**src/hdl/akd_pkg.sv**
```systemverilog
// package for the autokey table stream decryptor
// holds command codes, controller states, table geometry and mixing constants
// no dependencies
`default_nettype none

package akd_pkg;

    localparam int unsigned TABLE_DEPTH = 256;
    localparam int unsigned ADDR_W      = $clog2(TABLE_DEPTH);

    localparam logic [31:0] SEED_MASK = 32'h5555_5555;
    localparam logic [31:0] MIX_MULT  = 32'd39916801;

    typedef enum logic [1:0] {
        CMD_LOAD  = 2'd0,
        CMD_WORD  = 2'd1,
        CMD_BYTE  = 2'd2,
        CMD_PLAIN = 2'd3
    } t_cmd;

    typedef enum logic [1:0] {
        ST_IDLE,
        ST_FILL,
        ST_READ
    } t_state;

    typedef struct packed {
        logic              we;
        logic              last;
        logic [ADDR_W-1:0] addr;
        logic [31:0]       wdata;
    } t_fill_req;

endpackage

`default_nettype wire

```
**src/hdl/akd_fill.sv**
```systemverilog
// table fill sequencer: rotate right by one and multiply, one entry per cycle
// depends on akd_pkg
`default_nettype none

module akd_fill (
    input  wire logic               i_clk,
    input  wire logic               i_rst_n,
    input  wire logic               i_start,
    input  wire logic [31:0]        i_seed,
    output akd_pkg::t_fill_req      o_req
);
    import akd_pkg::*;

    logic              r_busy;
    logic              n_busy;
    logic [ADDR_W-1:0] r_cnt;
    logic [ADDR_W-1:0] n_cnt;
    logic [31:0]       r_k;
    logic [31:0]       n_k;
    logic [31:0]       w_rot;
    logic [31:0]       w_prod;
    logic              w_last;

    assign w_rot  = {r_k[0], r_k[31:1]};
    assign w_prod = w_rot * MIX_MULT;
    assign w_last = r_busy && (r_cnt == ADDR_W'(TABLE_DEPTH - 1));

    always_comb begin
        n_busy = r_busy;
        n_cnt  = r_cnt;
        n_k    = r_k;
        if (i_start) begin
            n_busy = 1'b1;
            n_cnt  = '0;
            n_k    = i_seed;
        end else if (r_busy) begin
            n_cnt = r_cnt + ADDR_W'(1);
            n_k   = w_prod;
            if (w_last) begin
                n_busy = 1'b0;
            end
        end
    end

    always_ff @(posedge i_clk) begin
        if (!i_rst_n) begin
            r_busy <= 1'b0;
            r_cnt  <= '0;
        end else begin
            r_busy <= n_busy;
            r_cnt  <= n_cnt;
        end
        r_k <= n_k;
    end

    assign o_req.we    = r_busy;
    assign o_req.last  = w_last;
    assign o_req.addr  = r_cnt;
    assign o_req.wdata = w_prod;

endmodule

`default_nettype wire

```
**config.mk**
```make
export PLATFORM = sky130hd
export DESIGN_NAME = akd_fill
export DESIGN_NICKNAME = d
export VERILOG_FILES = /design/src/hdl/akd_pkg.sv /design/src/hdl/akd_fill.sv
export SDC_FILE = /design/constraint.sdc
export NUM_CORES = 1
export LEC_CHECK = 0
export BUFFER_PORTS_ARGS = -buffer_cell sky130_fd_sc_hd__buf_2
export CAP_MARGIN = 20
export CORE_UTILIZATION = 55
export DETAILED_ROUTE_END_ITERATION = 8
export PLACE_DENSITY_LB_ADDON = 0.12
export SETUP_SLACK_MARGIN = 0.05
export SLEW_MARGIN = 10
export SYNTH_ARGS = -nofsm -noshare
export SYNTH_HDL_FRONTEND = slang
export SYNTH_SLANG_ARGS = --single-unit
```
**constraint.sdc**
```tcl
create_clock -name i_clk -period 16.5 [get_ports i_clk]
set_input_delay 0 -clock i_clk [delete_from_list [all_inputs] [get_ports i_clk]]
set_output_delay 0 -clock i_clk [all_outputs]
set_load 0.02 [all_outputs]
```
==> flow_summary.toml <==
[route]
wl_um = 15600
drt_first_pass_iters = 4
drt_iter0_markers = 229
wl_per_cell_um = 16.3
vias_per_cell = 5.30
antenna_left = 0
drcViolationCount = 0
vias = 5070

[floorplan]
fp-row-count = 41
dieArea_um2 = 13300
pin_count = 77
coreArea_um2 = 12600
start_util = 0.564
die_width_um = 115
die_h_um = 115

[place]
placement.io_buffers = 76
dp_hpwl_um = 13000
gp_congestion = 0.875

[critical_path]
critical_path_arrival_ns = 6.19
cp-start-kind = "flip-flop"
max_stage_delay_ns = 0.63
crit_path_cell_trace = "ha_1 > ha_1 > ha_1 > fa_1 > fa_1 > fa_1 > inv_1 > fa_1 > inv_1 > ha_1 > nand3_1 > a211oi_1 > a21oi_1 > or4_1 > nand2_1 > buf_2"
cp_slowest_cell = "edfxtp_1"
crit_required_ns = 16.50
end_kind = "output pin"
worstSetupPathType = "flip-flop to output pin"
critical_path.top_delay_family = "adder cells"
path_buf_inv = 3
path_max_fanout = 9

[synth]
synth_compound_area_frac = 0.0836
synthCells = 702
avgSynthCellArea_um2 = 10.1
ys.flop_type = "edfxtp_1"
syn_nets = 981
synth_area_um2 = 7080
synthMuxAreaShare = 0.0348
synth_fa_ha_area_frac = 0.504
synth_seq_cells = 41
synth_edf_count = 32
ys_warn_count = 0
synth_cell_types = 54
yosys.area_share.simple = 0.0553
synth_top_family_by_area = "adder cells"
yosysSeqAreaShare = 0.161
synth-xor-area-share = 0.0537
ys_async_sr_fraction = 0

[clock_tree]
htreeDepth = 2
cts_tree = "done"
clock_latency_ns = 0.31
clk_path_buf_depth = 2
cts_buffers = 5
clkTransAtPathRegs_ns = 0.06
clock-root-buffer = "clkbuf_16"
cts.sinks = 41

[sta]
min_period_ns = 6.19
max_clock_freq_mhz = 161
final.setup.tns_ns = 0
period_share = 0.375
rsz0062_at_grt = "no"
setup_viol = 0
hold_violations = 0
slew_headroom = 0.446
drv_slew = 0
clock_skew_ns = 0.00679
tightest_slew_ns = 0.830

[grt]
grt_max_degree = 35
antenna_found_initial = 0
grt_pass1_wl_um = 25500
grt_pass1_vias = 5162
gr-total-overflow = 0
track_usage = 0.257

[finish]
drive_above_1_share = 0.147
area_growth_pct = 11.7
fill_cells = 1074
diodes = 0
nets = 1062
finish.utilization = 0.630

[flow_run]
cap_viol_max_count = 0

[outcome]
outcome = "finished clean"

[hold_path]
hold_class = "input pin to flip-flop"
[registers in the layout, summed over array words and instances, names as in the netlist]
register and flops:
r_busy 1, r_cnt 8, r_k 32
[cell usage in the layout (no fill, tap or decap), types with 4 or more instances in the layout]
cell type and instances:
dfxtp_1 9, xnor2_1 26, nor3_1 6, a21oi_1 20
nand2_1 25, nand3_1 4, mux2_2 21, o21a_1 12
o21ai_0 7, edfxtp_1 32, fa_1 69, clkbuf_16 6
xor2_1 13, nand4_1 7, o211ai_1 4, inv_1 169
ha_1 175, a21o_1 7, buf_2 76, nor2_1 23
dlygate4sd3_1 19
[layout make-up]
type,instances,area [um^2],share of cell area
inverters,169,634,0.0801
multi-input cells,470,5180,0.655
clock buffers,6,150,0.0190
well taps,172,215,0.0272
clock inverters,2,15.0,0.00190
repair buffers,96,578,0.0730
flip-flops and latches,41,1140,0.144
[routing by layer]
metal  wire (um)  track usage  vias up
li1            -            -     2483
met1        7190        0.335     2483
met2        7570        0.436       89
met3         564       0.0471       15
met4         280       0.0797        0
met5           0            0        -
[synthesized netlist by cell type, drive strengths merged, types with 2 or more instances]
master,instances,share of area
nor3,6,0.0042
o21bai,3,0.0032
nor3b,3,0.0032
a211o,2,0.0025
nand3,4,0.0028
inv,169,0.090
o21a,12,0.013
o21ai,10,0.0071
xnor2,26,0.032
a21o,7,0.0074
o211ai,4,0.0042
a21boi,2,0.0021
xor2,14,0.018
mux2,21,0.033
nor2b,3,0.0026
a31oi,3,0.0026
nand2,25,0.013
or3,2,0.0018
nand4,7,0.0062
clkbuf,9,0.0048
o31ai,3,0.0032
edfxtp,32,0.14
nor2,23,0.012
fa,69,0.20
dfxtp,9,0.025
ha,175,0.31
buf,13,0.013
a21oi,20,0.014
or4,3,0.0037
a221oi,3,0.0055
a211oi,5,0.0078
[final timing paths]
path | from | end | slack, ns | cells after the start
max | r_k[4] | o_req[28] | 10.31 | 16
min | i_seed[10] | r_k[10] | 0.006 | 2
max reg2reg | r_k[4] | r_k[28] | 10.49 | 15
min reg2reg | r_cnt[5] | r_cnt[5] | 0.52 | 2
[through the flow]
step	instance area, um^2	hold slack, ns	cells	worst slack, ns
after floorplan	7080	0.154	702	11.11
after global placement	7560	0.270	929	10.56
after detailed placement	7560	0.273	929	10.54
after CTS	7920	0.000665	956	10.34
after global routing	7920	0.00916	956	9.99
final	7920	0.00565	956	10.31
[repair_timing]
action                     CTS  global route
hold endpoints to repair    19             0
gates resized for setup      0             0
setup endpoints to repair    0             0
setup buffers                0             0
hold buffers                19             0
[cells by family (layout without fill, tap and decap cells)]
logic type                 after synthesis  after routing
AOI/OAI and AO/OA                       82             82
xor gates and xnor gates                41             41
adders and majority gates              244            244
buffers and inverters                  191            273
DFF                                     41             41
muxes                                   22             22
and+or+nand+nor                         81             81
Power is left out: the tool's default activity adds up to more than one toggle a clock period on the data nets, which glitch-free logic cannot reach.
